==> src/sv/fisc_pkg.sv <==
// ----------------------------------------------------------------------------
// fisc_pkg
// Shared glyph codes, the segment table and the glyph bundle type for the
// floor indicator scan core.
// ----------------------------------------------------------------------------
package fisc_pkg;

  localparam int GLYPH_W = 5;
  localparam int SEG_W   = 8;
  localparam int DIG_W   = 4;
  localparam int FLOOR_W = 8;
  localparam int MOTION_W = 3;
  localparam int SCAN_W  = 2;

  typedef logic [GLYPH_W-1:0] glyph_t;

  localparam glyph_t G_ZERO  = 5'd0;
  localparam glyph_t G_S     = 5'd5;
  localparam glyph_t G_B     = 5'd11;
  localparam glyph_t G_P     = 5'd22;
  localparam glyph_t G_DASH  = 5'd25;
  localparam glyph_t G_BLANK = 5'd26;

  localparam logic [MOTION_W-1:0] MOT_STOP   = 3'd0;
  localparam logic [MOTION_W-1:0] MOT_UP     = 3'd1;
  localparam logic [MOTION_W-1:0] MOT_DOWN   = 3'd2;
  localparam logic [MOTION_W-1:0] MOT_GROUND = 3'd3;

  localparam logic [SCAN_W-1:0] POS_UNITS = 2'd0;
  localparam logic [SCAN_W-1:0] POS_TENS  = 2'd1;
  localparam logic [SCAN_W-1:0] POS_THIRD = 2'd2;
  localparam logic [SCAN_W-1:0] POS_DIR   = 2'd3;

  typedef struct packed {
    glyph_t units_g;
    glyph_t tens_g;
    logic   dir_load;
    glyph_t dir_g;
  } glyph_set_t;

  function automatic logic [SEG_W-1:0] glyph_pattern(input glyph_t idx);
    logic [SEG_W-1:0] p;
    case (idx)
      5'd0:  p = 8'h3F;
      5'd1:  p = 8'h06;
      5'd2:  p = 8'h5B;
      5'd3:  p = 8'h4F;
      5'd4:  p = 8'h66;
      5'd5:  p = 8'h6D;
      5'd6:  p = 8'h7D;
      5'd7:  p = 8'h07;
      5'd8:  p = 8'h7F;
      5'd9:  p = 8'h6F;
      5'd10: p = 8'h5F;
      5'd11: p = 8'h7C;
      5'd12: p = 8'h58;
      5'd13: p = 8'h5E;
      5'd14: p = 8'h7B;
      5'd15: p = 8'h71;
      5'd16: p = 8'h77;
      5'd17: p = 8'h39;
      5'd18: p = 8'h79;
      5'd19: p = 8'h76;
      5'd20: p = 8'h1E;
      5'd21: p = 8'h38;
      5'd22: p = 8'h73;
      5'd23: p = 8'h3E;
      5'd24: p = 8'h80;
      5'd25: p = 8'h40;
      default: p = 8'h00;
    endcase
    return p;
  endfunction

endpackage

==> src/sv/floor_indicator_seven_segment_scan_core.sv <==
// ----------------------------------------------------------------------------
// floor_indicator_seven_segment_scan_core
// Four-digit multiplexed seven-segment driver for a lift floor indicator.
//
//   channel  ports                                   direction
//   in       in_valid, in_stall, in_floor, in_motion  item in
//   out      out_valid, out_stall, out_segments_n,    item out
//            out_digit_enable_n
//
// One item per cycle while out_stall is low; an item passes the input register, then the result register.
// Throughput is set by the single decode path between those registers.
// rst_n is synchronous: scan position and direction glyph return to zero.
// A stalled result holds; the input register still takes one more item.
// ----------------------------------------------------------------------------
module floor_indicator_seven_segment_scan_core
  import fisc_pkg::*;
(
  input  logic                       clk,
  input  logic                       rst_n,
  input  logic                       in_valid,
  output logic                       in_stall,
  input  logic signed [FLOOR_W-1:0]  in_floor,
  input  logic        [MOTION_W-1:0] in_motion,
  output logic                       out_valid,
  input  logic                       out_stall,
  output logic        [SEG_W-1:0]    out_segments_n,
  output logic        [DIG_W-1:0]    out_digit_enable_n
);

  logic                       s1_valid_r, s1_valid_nxt;
  logic signed [FLOOR_W-1:0]  floor_r;
  logic        [MOTION_W-1:0] motion_r;
  logic                       take_ok;
  logic                       load;
  glyph_set_t                 glyphs;

  assign in_stall = s1_valid_r && !take_ok;
  assign load     = in_valid && !in_stall;

  always_comb begin
    if (load) begin
      s1_valid_nxt = 1'b1;
    end else if (take_ok) begin
      s1_valid_nxt = 1'b0;
    end else begin
      s1_valid_nxt = s1_valid_r;
    end
  end

  always_ff @(posedge clk) begin
    if (!rst_n) begin
      s1_valid_r <= 1'b0;
    end else begin
      s1_valid_r <= s1_valid_nxt;
    end
  end

  always_ff @(posedge clk) begin
    if (load) begin
      floor_r  <= in_floor;
      motion_r <= in_motion;
    end
  end

  fisc_decode u_decode (
    .floor  (floor_r),
    .motion (motion_r),
    .glyphs (glyphs)
  );

  fisc_scan u_scan (
    .clk                (clk),
    .rst_n              (rst_n),
    .item_valid         (s1_valid_r),
    .glyphs             (glyphs),
    .take_ok            (take_ok),
    .out_valid          (out_valid),
    .out_stall          (out_stall),
    .out_segments_n     (out_segments_n),
    .out_digit_enable_n (out_digit_enable_n)
  );

endmodule

==> src/sv/fisc_decode.sv <==
// ----------------------------------------------------------------------------
// fisc_decode
// Turns a floor number and motion code into units, tens and direction glyphs.
// ----------------------------------------------------------------------------
module fisc_decode
  import fisc_pkg::*;
(
  input  logic signed [FLOOR_W-1:0]  floor,
  input  logic        [MOTION_W-1:0] motion,
  output glyph_set_t                 glyphs
);

  logic                neg;
  logic                zero;
  logic [FLOOR_W-1:0]  mag;
  logic [15:0]         prod;
  logic [3:0]          q10;
  logic [7:0]          q10x10;
  logic [3:0]          units;
  logic [3:0]          tens;

  always_comb begin
    neg    = floor[FLOOR_W-1];
    zero   = (floor == '0);
    mag    = neg ? (~floor + 8'd1) : floor;
    prod   = {8'd0, mag} * 16'd205;
    q10    = prod[14:11];
    q10x10 = {4'd0, q10} * 8'd10;
    units  = 4'(mag - q10x10);
    tens   = (q10 >= 4'd10) ? (q10 - 4'd10) : q10;

    if (zero) begin
      glyphs.tens_g  = G_P;
      glyphs.units_g = G_B;
    end else if (!neg) begin
      glyphs.tens_g  = (tens == 4'd0) ? G_BLANK : {1'b0, tens};
      glyphs.units_g = {1'b0, units};
    end else begin
      glyphs.tens_g  = G_DASH;
      glyphs.units_g = {1'b0, units};
    end

    glyphs.dir_load = 1'b1;
    glyphs.dir_g    = G_BLANK;
    if (zero && motion != MOT_UP && motion != MOT_DOWN) begin
      glyphs.dir_g = G_BLANK;
    end else begin
      case (motion)
        MOT_STOP:   glyphs.dir_g = G_BLANK;
        MOT_UP:     glyphs.dir_g = G_S;
        MOT_DOWN:   glyphs.dir_g = G_B;
        MOT_GROUND: glyphs.dir_g = neg ? G_S : G_B;
        default:    glyphs.dir_load = 1'b0;
      endcase
    end
  end

endmodule

==> src/sv/fisc_scan.sv <==
// ----------------------------------------------------------------------------
// fisc_scan
// Holds scan position and direction glyph, selects the digit for each item
// and keeps the result register.
// ----------------------------------------------------------------------------
module fisc_scan
  import fisc_pkg::*;
(
  input  logic              clk,
  input  logic              rst_n,
  input  logic              item_valid,
  input  glyph_set_t        glyphs,
  output logic              take_ok,
  output logic              out_valid,
  input  logic              out_stall,
  output logic [SEG_W-1:0]  out_segments_n,
  output logic [DIG_W-1:0]  out_digit_enable_n
);

  logic [SCAN_W-1:0] scan_r,  scan_nxt;
  glyph_t            dir_r,   dir_nxt;
  logic              valid_r, valid_nxt;
  logic [SEG_W-1:0]  seg_r,   seg_nxt;
  logic [DIG_W-1:0]  dig_r,   dig_nxt;
  logic              advance;
  glyph_t            sel;

  assign take_ok = !valid_r || !out_stall;
  assign advance = item_valid && take_ok;

  always_comb begin
    dir_nxt   = glyphs.dir_load ? glyphs.dir_g : dir_r;
    case (scan_r)
      POS_UNITS: sel = glyphs.units_g;
      POS_TENS:  sel = glyphs.tens_g;
      POS_THIRD: sel = G_BLANK;
      default:   sel = dir_nxt;
    endcase
    seg_nxt   = ~glyph_pattern(sel);
    dig_nxt   = ~(DIG_W'(1) << scan_r);
    scan_nxt  = scan_r + SCAN_W'(1);
    valid_nxt = advance ? 1'b1 : (out_stall ? valid_r : 1'b0);
  end

  always_ff @(posedge clk) begin
    if (!rst_n) begin
      scan_r  <= '0;
      dir_r   <= G_ZERO;
      valid_r <= 1'b0;
    end else begin
      valid_r <= valid_nxt;
      if (advance) begin
        scan_r <= scan_nxt;
        dir_r  <= dir_nxt;
      end
    end
  end

  always_ff @(posedge clk) begin
    if (advance) begin
      seg_r <= seg_nxt;
      dig_r <= dig_nxt;
    end
  end

  assign out_valid          = valid_r;
  assign out_segments_n     = seg_r;
  assign out_digit_enable_n = dig_r;

endmodule

==> config.mk <==
export PLATFORM = sky130hd
export DESIGN_NAME = floor_indicator_seven_segment_scan_core
export DESIGN_NICKNAME = d
export VERILOG_FILES = /design/src/sv/fisc_pkg.sv /design/src/sv/floor_indicator_seven_segment_scan_core.sv /design/src/sv/fisc_decode.sv /design/src/sv/fisc_scan.sv
export SDC_FILE = /design/constraint.sdc
export NUM_CORES = 1
export LEC_CHECK = 0
export BUFFER_PORTS_ARGS = -buffer_cell sky130_fd_sc_hd__buf_4
export CAP_MARGIN = 20
export CORE_MARGIN = 2
export CORE_UTILIZATION = 40
export CTS_BUF_LIST = sky130_fd_sc_hd__clkbuf_4 sky130_fd_sc_hd__clkbuf_8
export DETAILED_ROUTE_END_ITERATION = 6
export GPL_TIMING_DRIVEN = 0
export HOLD_SLACK_MARGIN = 0.06
export MAX_ROUTING_LAYER = met4
export PLACE_DENSITY = 0.55
export SLEW_MARGIN = 20
export SYNTH_ARGS = -nofsm -noshare
export SYNTH_HDL_FRONTEND = slang
export SYNTH_HIERARCHICAL = 1
export SYNTH_SLANG_ARGS = --single-unit
export TNS_END_PERCENT = 50
==> constraint.sdc <==
create_clock -name clk -period 12.2 [get_ports clk]
set_input_delay 0.61 -clock clk [delete_from_list [all_inputs] [get_ports clk]]
set_output_delay 0.61 -clock clk [all_outputs]
set_load 0.03 [all_outputs]
; ---- After elaboration in Yosys (flattened, before gate mapping)
; Memory sizes are Yosys's and may differ from the RTL's.
; Cells that the tools add are included.
[classes]
add_sub_neg = 4
mul = 2
n_lt_le_gt_ge = 1
n_eq_ne = 8
shifts = 1
n_mux = 16
bitwise = 3
reduce_logical = 16
[ops]
columns = op, n
row1 = $pmux W5 S3, 2
row2 = $mux W5, 4
row3 = $not A8 Y8, 2
row4 = $mul A8 B8 Y15 const B, 1
row5 = $mux W9, 1
row6 = $add A8 B1 Y8 const B, 1
row7 = $logic_not A8 Y1, 1
row8 = $mux W4, 2
row9 = $mux W8, 1
row10 = $eq A3 B2 Y1 const B, 2
row11 = $mux W1, 6
row12 = $logic_and A1 B1 Y1, 5
row13 = $ge A4 B4 Y1 const B, 1
row14 = $logic_not A1 Y1, 4
row15 = $logic_not A4 Y1, 1
row16 = $mul A4 B3 Y3 const B, 1
row17 = $not A4 Y4, 1
row18 = $reduce_or A4 Y1, 1
row19 = $shl A1 B2 Y4 const A, 1
row20 = $sub A4 B4 Y4, 1
row21 = $sub A4 B4 Y4 const B, 1
row22 = $eq A3 B1 Y1 const B, 1
row23 = $logic_not A3 Y1, 1
row24 = $ne A3 B1 Y1 const B, 1
row25 = other kinds (8), 8
[totals]
regBits = 32
mem_bits_ro = 256
in_bits = 15
out_inout_bits = 14
wordCells = 60
mem_count = 1
[memory_table]
columns = name, depth, width, read_ports, rd_clocked_by_memory_dff, write_ports, line
row1 = (no name shown), 32, 8, 1, 0, 0, fisc_pkg.sv:43  ; case (idx)

; ---- Logic depth before layout (Yosys ltp)
; An unclocked memory read counts as a cell.
[depth]
word_depth = 13
ltp_mapped = 32
ltp_nobuf = 31

; ---- By module
; Netlist, hierarchy kept.
[by_module_without_submodules]
columns = module, instances, cells_each, area_each_um2, seq_area_each_um2
row1 = fisc_decode, 1, 183, 1537.7, 0.0
row2 = fisc_scan, 1, 137, 1331.3, 520.5
row3 = floor_indicator_seven_segment_scan_core, 1, 15, 377.9, 350.3

; ---- Worst setup path after synthesis
; Ideal clock, no wire load.
[synth_path]
path_type = reg-to-reg
startpoint = register floor_r[0]
endpoint = register u_scan.seg_r[1] (netlist: u_scan/out_segments_n[1]) (data pin)
arrival_ps = 6565
path_slack_ps = 5374
path_stages_with_launch = 28
path_cell_list = edfxtp_1 or3_1 o31ai_1 xor2_1 xnor2_1 fa_1 inv_1 fa_1 inv_1 fa_1 inv_1 ha_1 and3_4 a221oi_4 nand2_1 xor2_1 ha_1 inv_1 fa_1 xor2_1 xnor2_1 xnor2_1 nand2_1 a221oi_1 mux2i_1 buf_4 buf_2 a221o_1
[synth_rtl]
columns = item, line
row1 = "start, declared", floor_indicator_seven_segment_scan_core.sv:31  ; logic signed [FLOOR_W-1:0] floor_r;
row2 = "start signal, assigned", floor_indicator_seven_segment_scan_core.sv:60  ; floor_r <= in_floor;
row3 = "end signal, assigned", fisc_scan.sv:61  ; seg_r <= seg_nxt;
row4 = "end, declared", fisc_scan.sv:23  ; logic [SEG_W-1:0] seg_r, seg_nxt;

==> results.yml <==
outcome:
  status: "completed"
synth:
  synth_flop_cell: "edfxtp_1"
  syn-instance-count: 335
  ys_types: 65
  ys.warnings.count: 6
  synth_edf_count: 23
  syn_area_um2: 3247
  async_flop_share_pct: 0
  syn-num-nets: 408
  syn_avg_cell_area_um2: 9.692
  ys_ff_latch: 32
  yosysSeqAreaShare_pct: 26.82
floorplanning:
  io_pins: 29
  coreArea_um2: 7807
  start_util_pct: 41.59
  rows: 32
  fp.dieH_um: 94.10
  dieArea_um2: 8854
  die_x_um: 94.10
place:
  dp_cells: 465
  place_hpwl_um: 4874
  post_dp_cell_area_um2: 3585
  port_buffers: 28
  gp_congestion: 0.8278
timing:
  maxSlewHeadroom_pct: 41.86
  slew_violations: 0
  tightestPinTransition_ns: 0.8604
  skew_ns: 0.006987
  finalHoldViolations: 0
  fin_crit_sh_pct: 62.72
  finalSetupTns_ns: 0
  min_period_ns: 7.652
  rsz0062_at_grt: "false"
  max_freq_mhz: 130.7
  setup_viol: 0
global_routing:
  grt_pass1_wl_um: 10640
  grt_antenna_before_repair: 0
  grt_overflow_total: 0
  grt_max_degree: 22
  track_usage_pct: 15.42
  grt_pass1_vias: 2341
final_layout:
  drive_above_1_share_pct: 18.06
  final_cells: 473
  post-route-util_pct: 47.36
  antenna_cells: 0
  fillers: 775
  syn_to_final_growth_pct: 13.87
  layout.nets: 443
  final_area_um2: 3697
clock_network:
  htree_levels: 2
  hold_buffers: 0
  cts_buffers: 5
  cts.sink_count: 32
  root_buffer: "clkbuf_8"
  ctsLongestPathBuffers: 2
  cts_tree: "done"
  clk_pin_slew_ns: 0.07
  clock_latency_ns: 0.28
  cts-resized-gates: 0
  post_cts.repair.setup_buffers: 0
routing:
  via_per_inst: 4.968
  drt_iter0_markers: 63
  dr_total_vias: 2350
  drt_wl_total_um: 6066
  drtAntennaViolNets: 0
  drc: 0
  dr.pass1.iters: 6
  avgRoutedWirePerCell_um: 12.82
worst_setup_path:
  reg2reg_slack_ns: 4.55
  crit_arrival_ns: 7.81
  startpoint_type: "flip-flop"
  worstPathRequired_ns: 12.36
  crit_path_frequent_cell: "inv_1"
  slowest_stage: "fa_1"
  crit_fanout: 5
  reg2regPathDepth: 27
  critPathMaxStageDelay_ns: 0.55
  criticalPathCategory: "reg2reg"
  timing.rr.start: "floor_r[0]"
  r2r_end: "u_scan/out_segments_n[5]"
  end_kind: "flip-flop"
flow_run:
  maxCapViolCount: 0
worst_hold_path:
  holdCritPathClass: "reg2reg"
  min_path_cells: 2
  worstHoldEndpoint: "u_scan/dir_r[3]"
  worstHoldStart: "u_scan/dir_r[3]"
-- cell families (layout without fill, tap and decap cells) --
logic type                 after synthesis  count (layout)  share of synthesized area, %
AOI/OAI and AO/OA                       58              58                         14.30
xor gates and xnor gates                24              24                         6.474
other                                    1               1                        0.1155
buffers and inverters                   57              93                         7.861
adders and majority gates               58              58                         25.13
and+or+nand+nor                         94              94                         15.30
DFF                                     32              32                         26.82
muxes                                   11              11                         4.008
-- per-layer routing --
layer / share of wire [%] / wire, um / GRT usage (%) / vias to the layer above
met5: 0 / 0 / - / -
met4: 0.40 / 24 / 2.899 / 0
met3: 3.4 / 204 / 2.648 / 2
met2: 43 / 2590 / 23.39 / 39
met1: 54 / 3246 / 21.88 / 1081
li1: - / - / - / 1228
-- critical path, delay by kind of cell (launching register included) --
kind                     cells  cell delay (ns)
flip-flops                   1             0.50
multiplexers                 1             0.35
AO/OA/AOI/OAI               11             2.62
AND/OR/NAND/NOR              4             0.99
buffers and inverters        4             0.32
XOR/XNOR                     2             0.61
adder cells (fa/ha/maj)      5             2.13
-- per-stage QoR --
stage | setup WS [ns] | hold slack [ns]
after floorplan | 5.374 | 0.4428
after global placement | 4.553 | 0.4512
after detailed placement | 4.567 | 0.4600
after CTS | 4.508 | 0.4684
after global routing | 4.053 | 0.4872
final | 4.548 | 0.4652
-- area by class of cell --
| cell class | count | area [um^2] | area share, % |
|---|---|---|---|
| plain buffers | 12 | 87.58 | 2.369 |
| well taps | 102 | 127.6 | 3.452 |
| clock inverters | 2 | 35.03 | 0.9475 |
| clock buffers | 6 | 76.32 | 2.064 |
| flip-flops and latches | 32 | 870.8 | 23.55 |
| inverters | 45 | 168.9 | 4.569 |
| multi-input cells | 246 | 2121 | 57.36 |
| repair buffers | 28 | 210.2 | 5.685 |
-- synthesized netlist by cell type, types with 3 or more instances --
master / number / share of area, %
inv_1: 44 / 5.1
a21o_1: 3 / 0.69
nand2b_1: 4 / 0.77
a221o_1: 3 / 0.92
nor2_1: 21 / 2.4
dfxtp_1: 9 / 5.5
mux2_4: 3 / 1.4
xnor2_1: 16 / 4.3
nor2b_1: 5 / 0.96
or3_1: 3 / 0.58
nand2_1: 28 / 3.2
nand3_1: 11 / 1.7
a21boi_0: 4 / 0.92
o21ai_0: 10 / 1.5
a21oi_1: 8 / 1.2
and2_1: 6 / 1.2
o31ai_1: 4 / 0.92
buf_4: 6 / 1.4
ha_1: 46 / 18
mux2i_1: 6 / 1.8
fa_1: 12 / 7.4
edfxtp_1: 23 / 21
xor2_1: 8 / 2.2
-- layout by cell type (no fill, tap or decap), types with 10 or more instances in the layout --
master	count
buf_4	34
edfxtp_1	23
fa_1	12
ha_1	46
inv_1	44
nand2_1	28
nand3_1	11
nor2_1	21
o21ai_0	10
xnor2_1	16
-- worst max path at each step --
stage,startpoint,slack [ns],endpoint,cells after the start
final,floor_r[0],4.55,u_scan/out_segments_n[5],27
after global routing,floor_r[0],4.05,u_scan/out_segments_n[5],27
after global placement,floor_r[0],4.55,u_scan/out_segments_n[5],27
after CTS,floor_r[0],4.51,u_scan/out_segments_n[5],27
after floorplan,floor_r[0],5.37,u_scan/out_segments_n[1],27
after detailed placement,floor_r[0],4.57,u_scan/out_segments_n[5],27
-- sequential cells by signal, summed over array words and instances (netlist names) --
name and cells:
floor_r 8, u_scan/out_segments_n 8, u_scan/dir_r 5, u_scan/out_digit_enable_n 4, motion_r 3, u_scan/scan_r 2, s1_valid_r 1, u_scan/out_valid 1
Power is not shown: default switching activity piles up to over one toggle a cycle in this logic, so the estimate is an artifact.
